`config.mk`:
```
export PLATFORM = sky130hd
export DESIGN_NAME = sbv_div_cell
export DESIGN_NICKNAME = d
export VERILOG_FILES = /design/src/hw/rtl/sbv_pkg.sv /design/src/hw/rtl/sbv_div_cell.sv
export SDC_FILE = /design/constraint.sdc
export NUM_CORES = 1
export LEC_CHECK = 0
export ABC_AREA = 1
export BUFFER_PORTS_ARGS = -buffer_cell sky130_fd_sc_hd__buf_2
export CAP_MARGIN = 20
export CORE_AREA = 2 2 205 207
export DETAILED_ROUTE_END_ITERATION = 10
export DIE_AREA = 0 0 207 209
export PLACE_DENSITY = 0.5
export SYNTH_ARGS = -nofsm -noshare
export SYNTH_HDL_FRONTEND = slang
export SYNTH_SLANG_ARGS = --single-unit
```
`constraint.sdc`:
```
create_clock -name clk -period 2.5 [get_ports clk]
set_input_delay 0.75 -clock clk [delete_from_list [all_inputs] [get_ports clk]]
set_output_delay 0.75 -clock clk [all_outputs]
set_load 0.005 [all_outputs]
```
`src/hw/rtl/sbv_pkg.sv`:
```
// Shared types and constants for the segment box vertex generator.
`timescale 1ns / 1ps
package sbv_pkg;

  // Register indexes on the configuration port
  localparam logic [7:0] REG_HALF_WIDTH = 8'd0;
  localparam logic [7:0] REG_EDGE_CUT   = 8'd1;

  // Segment data that travels along the cell chains
  typedef struct packed {
    logic signed [31:0] sx;
    logic signed [31:0] sy;
    logic               neg_x;
    logic               neg_y;
    logic [31:0]        ax;
    logic [31:0]        ay;
    logic               trim_s;
    logic               trim_e;
  } side_t;

endpackage

```
`src/hw/rtl/sbv_div_cell.sv`:
```
// One quotient bit cell of the two lane restoring divider chain.
`timescale 1ns / 1ps
module sbv_div_cell #(
  parameter int QW = 17
) (
  input  logic          clk,
  input  logic          rst_n,
  input  logic          in_vld,
  input  logic [31:0]   in_mag,
  input  logic [32:0]   in_rx,
  input  logic [32:0]   in_ry,
  input  logic [QW-1:0] in_qx,
  input  logic [QW-1:0] in_qy,
  input  sbv_pkg::side_t in_side,
  output logic          out_vld,
  output logic [31:0]   out_mag,
  output logic [32:0]   out_rx,
  output logic [32:0]   out_ry,
  output logic [QW-1:0] out_qx,
  output logic [QW-1:0] out_qy,
  output sbv_pkg::side_t out_side
);
  import sbv_pkg::*;

  logic          vld_r;
  logic [31:0]   mag_r;
  logic [32:0]   rx_r;
  logic [32:0]   ry_r;
  logic [QW-1:0] qx_r;
  logic [QW-1:0] qy_r;
  side_t         side_r;

  logic        gx;
  logic        gy;
  logic [32:0] sub_x;
  logic [32:0] sub_y;

  // Compare, subtract, then shift the partial remainder for the next bit
  always_comb begin
    gx    = (in_rx >= {1'b0, in_mag});
    gy    = (in_ry >= {1'b0, in_mag});
    sub_x = gx ? (in_rx - {1'b0, in_mag}) : in_rx;
    sub_y = gy ? (in_ry - {1'b0, in_mag}) : in_ry;
  end

  // Hold valid under reset
  always_ff @(posedge clk) begin
    if (!rst_n) begin
      vld_r <= 1'b0;
    end else begin
      vld_r <= in_vld;
    end
  end

  // Advance the payload
  always_ff @(posedge clk) begin
    mag_r  <= in_mag;
    rx_r   <= {sub_x[31:0], 1'b0};
    ry_r   <= {sub_y[31:0], 1'b0};
    qx_r   <= {in_qx[QW-2:0], gx};
    qy_r   <= {in_qy[QW-2:0], gy};
    side_r <= in_side;
  end

  assign out_vld  = vld_r;
  assign out_mag  = mag_r;
  assign out_rx   = rx_r;
  assign out_ry   = ry_r;
  assign out_qx   = qx_r;
  assign out_qy   = qy_r;
  assign out_side = side_r;

endmodule
```
==> reports/metrics.cfg, run 1 <==
[run_status]
run_status=finished, final reports clean

[clocking]
clkTransAtPathRegs_ns=0.06
clockRootBuffer=clkbuf_16
clockBufferDepth=3
cts_buffers=30
cts_tree=built
post_cts_resized=0
ctsHoldBuffers=0
postCtsSetupBuffers=0
cts_sinks=263
cts.htree.levels=1

[power]
power.density_nw_per_um2=697.5
power_frac_seq_pct=38.5
leakage_nw=10.15
pwr-share-comb_pct=22.8
p_int_mw=8.626
finalPower_mw=12.12
power.switching_mw=3.498
ir_drop_uv=529.2
power.share.switching_pct=28.85
clkPwrFrac_pct=38.7

[logic_synthesis]
synth_top_cell_by_area=dfxtp_1
netlist_area_um2=11450
ys_ff_latch=263
synth_cells=1565
yosysTopAreaCellShare_pct=46.00
syn_avg_cell_area_um2=7.314
async_flop_share_pct=0
synth_flop_cell=dfxtp_1
ys_seq_area_share_pct=46.00
synth_edf_count=0
synthDistinctLibCells=31
ys_top_cells_by_area=dfxtp_1, nand2_1, inv_1
synth_warnings=0

[timing]
period_share_pct=87.18
fmaxAchievable_mhz=458.8
finalHoldViolations=0
min_period_ns=2.179
setup_violations=0
slew_viol_final=0
rsz0062_at_grt=no

[global_routing]
grt_pass1_vias=12420
gr-usage-all-layers_pct=24.43
grt_pass1_wl_um=78690
grt-ovfl-total=0
antenna_found_initial=9
grt_max_degree=34

[die]
die_area_um2=43260
die_height_um=209
io_pins=532
core_um2=41290
num_rows=75
start_util_pct=27.72
fp.dieW_um=207

[worst_setup_path]
path_max_fanout=33
cpMostUsedCell=nand2_1
cp_top_family=simple AND/OR/NAND/NOR gates
critPathBufInv=3
crit_chain=buf_2, inv_1, buf_4, ha_1, nand2_1, nor3_1, nand3_1, nand3_2, nor2_4, nand2_8, nand2_1, nand2_1
cp_slowest_cell=nor3_1
end_kind=flip-flop
critPathLaunchType=input pin
arrival_ns=2.71
cpPeakStageDelay_ns=0.40
path_class=input pin to flip-flop
cp.required_ns=3.03

[placed_design]
place_inst=2825
portBuffers=527
place.gp.congestion=0.9542
dp_hpwl_um=46940
dpl_cell_area_um2=16300

[cells_and_area]
final_cell_area_um2=17380
final_nets=2651
nFillCells=4432
layout_commonest_cell=nand2_1
finalNonFillerCells=2886
drive_above_1_share_pct=35.48
final_cell_mix=nand2_1, buf_2, inv_1
syn2layout_area_growth_pct=51.87

[route]
drt_iter0_markers=498
wirelength_um=54110
avgRoutedWirePerCell_um=18.75
vias=12130
drt-vias-per-instance=4.202
postRouteAntennaNets=0
dr.pass1.iters=5
drc=0

[worst_hold_path]
hold_path_class=input pin to flip-flop

[run]
maxCapViolations=0

-- final timing paths --
kind | endpoint | cells after the start | startpoint
hold / removal | out_side[120] | 1 | in_side[120]
setup / recovery | out_rx[22] | 12 | in_mag[7]
-- Yosys cell counts (10+ instances only) --
cell type and number:
nand2_1 585, inv_1 283, dfxtp_1 263, nand3_1 115, nor2_1 77, ha_1 64
a21oi_1 38, xor2_1 27, nor3_1 18, buf_2 13, nand3_2 12, and2_1 10
nand3b_1 10
-- state kept, by name, summed over array words and instances (netlist names) --
register,cells
out_qy,17
out_mag,32
out_side,132
out_qx,17
out_ry,32
out_rx,32
out_vld,1
-- cells by family (layout without fill, tap and decap cells) --
group	count (synthesis)	after routing	synth area share, %
AOI/OAI and AO/OA	44	44	1.989
other	1	7	0.03276
and+or+nand+nor	855	855	31.71
buffers and inverters	307	1083	10.70
DFF	263	263	46.00
xor gates and xnor gates	29	29	2.219
adders and majority gates	66	66	7.346
-- power by group through the flow --
stage	Clock, mW	Sequential (mW)	Combinational [mW]
4_1_cts	4.80	4.68	2.81
3_5_place_dp	0	4.76	2.79
5_1_grt	4.96	4.70	3.07
6_report	4.69	4.67	2.77
2_1_floorplan	0	4.81	1.16
3_3_place_gp	0	4.76	2.79
-- metal layers --
| metal | vias up | track usage (%) | share of wire [%] | wire length, um |
|---|---|---|---|---|
| met5 | - | 0 | 0.057 | 31 |
| met4 | 6 | 6.207 | 2.8 | 1502 |
| met3 | 79 | 4.764 | 5.0 | 2694 |
| met2 | 344 | 44.38 | 50 | 26900 |
| met1 | 5456 | 29.41 | 42 | 22980 |
| li1 | 6243 | - | - | - |
-- layout make-up --
cell class	count	area (um2)	area share, %
Tap cell	539	674.4	3.880
Multi-Input combinational cell	996	4960	28.53
Antenna cell	5	12.51	0.07198
Inverter	286	1074	6.176
Clock inverter	16	217.7	1.252
Sequential cell	263	5265	30.29
Clock buffer	40	848.3	4.880
Timing Repair Buffer	741	4332	24.92
-- metrics by stage --
step | worst slack (ns) | util [%] | setup TNS (ns) | hold slack [ns]
final | 0.3205 | 42.10 | 0 | 0.2551
after global routing | 0.1381 | 42.08 | 0 | 0.2337
after CTS | 0.3250 | 42.07 | 0 | 0.2238
after detailed placement | -0.3088 | 39.49 | -15.29 | 0.8536
after global placement | -0.3041 | 39.49 | -15.60 | 0.8523
after floorplan | 0.2449 | - | 0 | 0.7777
Note: power is estimated with default switching activity, not from simulation.
==> inputs of run 2 (changes only) <==
Settings changed: BUFFER_PORTS_ARGS -buffer_cell sky130_fd_sc_hd__buf_2 to not set, DONT_BUFFER_PORTS set to 1, PLACE_DENSITY 0.5 to 0.39.
==> run 2 against run 1 <==
Against the previous run: total power fell by 9.0%; first-iteration DRC count fell by 7.0%; combinational power fell by 31%; global-route usage fell by 3.5 points; critical path depth rose by 2; worst hold slack got worse by 0.053 ns.
==> reports/metrics.cfg, run 2 (synthesis gave the netlist of run 1 again) <==
[run_status]
run_status=finished, final reports clean

[worst_hold_path]
hold_path_class=input pin to flip-flop
holdPathStages=0  ; -1

[timing]
setup_violations=0  ; unchanged
min_period_ns=2.079  ; -0.1007 ns
hold_ws_ns=0.2022  ; -0.05292 ns
period_share_pct=83.15  ; -4.0 points
setup_tns_ns=0  ; unchanged
slew_viol_final=0  ; unchanged
finalHoldViolations=0  ; unchanged
fmaxAchievable_mhz=481.0  ; +4.8%
fin_ws_ns=0.4212  ; +0.1007 ns
rsz0062_at_grt=no

[placed_design]
dp_slack_ns=-0.1582  ; +0.1506 ns
dp_hpwl_um=39760  ; -15%
portBuffers=0  ; -100%
place_inst=2275  ; -19%
place.gp.congestion=0.9139  ; -4.2%

[power]
power.switching_mw=3.135  ; -10%
power.share.switching_pct=28.41  ; -0.44 points
power_frac_seq_pct=43.9  ; +5.4 points
ir_drop_uv=428.8  ; -19%
p_int_mw=7.900  ; -8.4%
pwr-share-comb_pct=17.4  ; -5.4 points
leakage_nw=7.886  ; -22%
power.density_nw_per_um2=765.9  ; +9.8%
clkPwrFrac_pct=38.7  ; about the same

[global_routing]
grt_pass1_wl_um=67410  ; -14%
grt_pass1_vias=10140  ; -18%
gr-usage-all-layers_pct=20.94  ; -3.5 points
grt_max_degree=34  ; unchanged
antenna_found_initial=10  ; +1
grt-ovfl-total=0  ; unchanged

[clocking]
clockRootBuffer=clkbuf_16
clkTransAtPathRegs_ns=0.06  ; about the same
ctsHoldBuffers=0  ; unchanged
cts_sinks=263  ; unchanged
clockBufferDepth=3  ; unchanged
cts.htree.levels=1  ; unchanged
postCtsSetupBuffers=0  ; unchanged
post_cts_resized=0  ; unchanged
cts_tree=built
cts_buffers=28  ; -6.7%

[worst_setup_path]
arrival_ns=2.58  ; -0.13 ns
cp.required_ns=3.00  ; -0.03 ns
path_class=input pin to flip-flop
end_kind=flip-flop
path_max_fanout=15  ; -55%
critPathLaunchType=input pin

[die]
num_rows=75  ; unchanged
fp.dieW_um=207  ; unchanged
die_height_um=209  ; unchanged
start_util_pct=27.72  ; unchanged
die_area_um2=43260  ; unchanged
io_pins=532  ; unchanged
core_um2=41290  ; unchanged

[cells_and_area]
finalNonFillerCells=2329  ; -19%
final_nets=2099  ; -21%
layout_commonest_cell=nand2_1
largest_register_ffs=132  ; unchanged
fin_util_pct=34.89  ; -7.2 points
final_cell_mix=nand2_1, inv_1, dfxtp_1
syn2layout_area_growth_pct=25.86
drive_above_1_share_pct=15.23  ; -20 points

[route]
wirelength_um=46260  ; -15%
drt-vias-per-instance=4.249  ; +1.1%
avgRoutedWirePerCell_um=19.86  ; +5.9%
dr.pass1.iters=4  ; -1
vias=9895  ; -18%
postRouteAntennaNets=0  ; unchanged
drt_iter0_markers=463  ; -7.0%
drc=0  ; unchanged

[run]
maxCapViolations=0  ; unchanged

[run 2: changes by cell type in the layout (fill, tap and decap cells not counted), sizes merged, moves of 2 or more]
cell / change
clkinv: -3
buf: -550
clkbuf: -2
clkinvlp: -2
inv: +2
[run 2: worst paths after layout]
path	from	endpoint	slack [ns]
max	in_mag[20]	out_rx[20]	0.42
min	in_side[114]	out_side[114]	0.20
[run 2: power by group through the flow]
stage	clock, mW	combinational (mW)	sequential (mW)
final	4.27	1.92	4.84
after floorplan	0	1.16	4.81
after detailed placement	0	1.94	4.95
after global routing	4.54	2.21	4.87
after global placement	0	1.94	4.95
after CTS	4.40	1.96	4.86
[run 2: per-layer routing]
layer  wire length, um  vias up  track usage, %
li1                  -     5120               -
met1             19520     4416           25.36
met2             22680      288           37.03
met3              3059       65           5.546
met4               950        6           4.655
met5                45        -               0
[run 2: layout make-up]
type                    instances  area [um2]
well taps                     539       674.4
clock buffers                  38       779.5
diodes                          4       10.01
inverters                     286        1074
fillers                      4509       26880
flip-flops and latches        263        5265
clock inverters                12       160.2
repair buffers                191        1484
multi-input cells             996        4960
[run 2: per-stage QoR]
step                      power, mW  area [um2]
after floorplan               5.972       11450
after global placement        6.896       13460
after detailed placement      6.891       13460
after CTS                     11.22       14400
after global routing          11.61       14400
final                         11.03       14410
[run 2: critical path, cell delays in order]
cell	delay, ns
inv_1	0.15
ha_1	0.31
nand2_1	0.16
inv_1	0.05
nand2_1	0.06
nand2_1	0.08
nand2_1	0.06
nand2_1	0.07
nand2_1	0.07
nand3_2	0.08
nor2_4	0.22
buf_4	0.28
nand3_1	0.10
nand2_1	0.13
==> inputs of run 3 (changes only) <==
Settings changed: PLACE_DENSITY 0.39 to 0.41.
Clock period 2.5 ns to 1.7 ns, I/O delays scaled along.
==> run 3 against run 2 <==
Against the previous run: the flow now finishes with violations (negative setup slack); cell count is 10% higher; flip-flop and latch count stayed put; worst setup slack worse by 0.48 ns; core utilization is 8.9 points higher; total power is 57% higher; via count is 14% higher; non-clock buffer count is 231 higher; sequential power is 48% higher; combinational power is 110% higher; count of clock-buffer cells in the layout stayed put; critical path type unchanged; critical endpoint is now out_rx[21].
==> reports/metrics.cfg, run 3 (synthesis gave the netlist of run 1 again) <==
[placed_design]
dpl_cell_area_um2=13880  ; +3.1%
place.gp.congestion=0.9005  ; -1.5%
dp_hpwl_um=43020  ; +8.2%
dp_slack_ns=-0.7146  ; -0.5564 ns
portBuffers=0  ; unchanged

[cells_and_area]
nFillCells=4186  ; -7.2%
final_cell_mix=nand2_1, dfxtp_1, inv_1
syn2layout_area_growth_pct=58.06
register_area_um2=5265  ; unchanged
layout_commonest_cell=nand2_1
multi_input_area_um2=6188  ; +25%
largest_register_ffs=132  ; unchanged
final_nets=2332  ; +11%
drive_above_1_share_pct=27.43  ; +12 points
final_cell_area_um2=18090  ; +26%

[worst_setup_path]
critPathBufInv=4  ; +1
path_max_fanout=5  ; -10
cp.required_ns=2.12  ; -0.88 ns
cp_slowest_cell=nor2_4
startpoint=in_mag[7]
path_class=input pin to flip-flop
critPathLaunchType=input pin
end_kind=flip-flop
crit_chain=clkinvlp_4, buf_12, ha_4, nand2_4, nor3_2, buf_4, nand3_2, nand3_2, nor2_4, nand2_8, buf_4, nand2_1, nand2_1
cpPeakStageDelay_ns=0.29  ; -0.02 ns
arrival_ns=2.18  ; -0.40 ns
cp_top_family=simple AND/OR/NAND/NOR gates
crit_end=out_rx[21]
critical_path_depth=13  ; -1

[route]
dr.pass1.iters=4  ; unchanged
drt-vias-per-instance=4.394  ; +3.4%
drc=0  ; unchanged
postRouteAntennaNets=0  ; unchanged
drt_iter0_markers=517  ; +12%
wirelength_um=53600  ; +16%
avgRoutedWirePerCell_um=20.93  ; +5.4%
vias=11250  ; +14%

[clocking]
clkTransAtPathRegs_ns=0.06  ; about the same
cts_buffers=28  ; unchanged
clockBufferDepth=3  ; unchanged
cts_tree=built
clockRootBuffer=clkbuf_16
cts_sinks=263  ; unchanged
cts.htree.levels=1  ; unchanged

[global_routing]
antenna_found_initial=17  ; +7
grt_max_degree=31  ; -8.8%
gr-usage-all-layers_pct=23.43  ; +2.5 points
grt_pass1_vias=11300  ; +11%
grt_pass1_wl_um=75310  ; +12%
grt-ovfl-total=0  ; unchanged

[run_status]
violations=negative setup slack
run_status=finished, violations left

[power]
pwr-share-comb_pct=22.8  ; +5.4 points
power.switching_mw=5.027  ; +60%
clkPwrFrac_pct=35.8  ; -2.9 points
finalPower_mw=17.28  ; +57%
p_int_mw=12.25  ; +55%
power.share.switching_pct=29.09  ; +0.69 points
leakage_nw=8.926  ; +13%
power.density_nw_per_um2=955.2  ; +25%
power_frac_seq_pct=41.4  ; -2.5 points
ir_drop_uv=740.2  ; +73%

[die]
die_height_um=209  ; unchanged
start_util_pct=27.72  ; unchanged
io_pins=532  ; unchanged
die_area_um2=43260  ; unchanged
fp.dieW_um=207  ; unchanged
core_um2=41290  ; unchanged
num_rows=75  ; unchanged

[timing]
fmaxAchievable_mhz=569.0
rsz0062_at_grt=yes
setup_violations=42  ; +42
period_share_pct=103.4
fin_ws_ns=-0.05740  ; -0.4786 ns
min_period_ns=1.757
finalHoldViolations=0  ; unchanged
slew_viol_final=0  ; unchanged

[run]
maxCapViolations=0  ; unchanged

[worst_hold_path]
hold_path_class=input pin to flip-flop

run 3: changes by cell type in the layout (fill, tap and decap cells not counted), sizes merged:
cell / before / now
buf: 191 / 222
bufinv: 3 / 2
clkbuf: 38 / 42
clkinvlp: 0 / 29
diode: 4 / 2
dlygate4sd3: 0 / 196
inv: 290 / 263
nand2: 596 / 598
run 3: worst min path at each step:
stage                startpoint      endpoint  cells past startpoint
floorplan             in_mag[0]    out_mag[0]                      0
global placement    in_side[46]  out_side[46]                      0
detailed placement  in_side[51]  out_side[51]                      0
CTS                      in_vld       out_vld                      2
global route             in_vld       out_vld                      2
finish                   in_vld       out_vld                      2
run 3: through the flow:
stage / cells / hold WS, ns / setup TNS, ns / util [%]
2_1_floorplan: 1566 / 0.5377 / -15.79 / -
3_3_place_gp: 2293 / 0.5378 / -42.52 / 33.61
3_5_place_dp: 2293 / 0.5378 / -42.44 / 33.61
4_1_cts: 2540 / 0.02177 / -0.5126 / 40.76
5_1_grt: 2559 / 0.03734 / -4.970 / 43.80
6_report: 2561 / 0.05683 / -0.6396 / 43.82
run 3: final cells by class:
cell class              count  area share [%]
inverters                 286           6.453
clock inverters            13          0.7539
well taps                 539           3.728
flip-flops and latches    263           29.10
repair buffers            422           21.31
clock buffers              38           4.419
multi-input cells         998           34.21
diodes                      2         0.02766
run 3: metal layers:
layer	vias to the layer above	GRT usage, %	part of all wire, %
li1	5606	-	-
met1	5223	28.45	42
met2	351	42.03	50
met3	66	5.380	6.1
met4	6	5.123	1.9
met5	-	0	0.076
run 3: power groups by stage:
stage | Sequential [mW] | Clock, mW | Combinational [mW]
2_1_floorplan | 7.08 | 0 | 1.79
6_report | 7.16 | 6.18 | 3.94
3_5_place_dp | 7.31 | 0 | 3.05
4_1_cts | 7.18 | 6.34 | 3.48
5_1_grt | 7.19 | 6.57 | 4.37
3_3_place_gp | 7.32 | 0 | 3.05
run 3: what timing repair did:
action / CTS / global route
gates resized for setup: 15 / 229
setup buffers: 0 / 12
pin swaps: 1 / 52
gates cloned: 0 / 7
setup endpoints to repair: 59 / 66
hold buffers: 196 / 0
hold endpoints to repair: 196 / 0
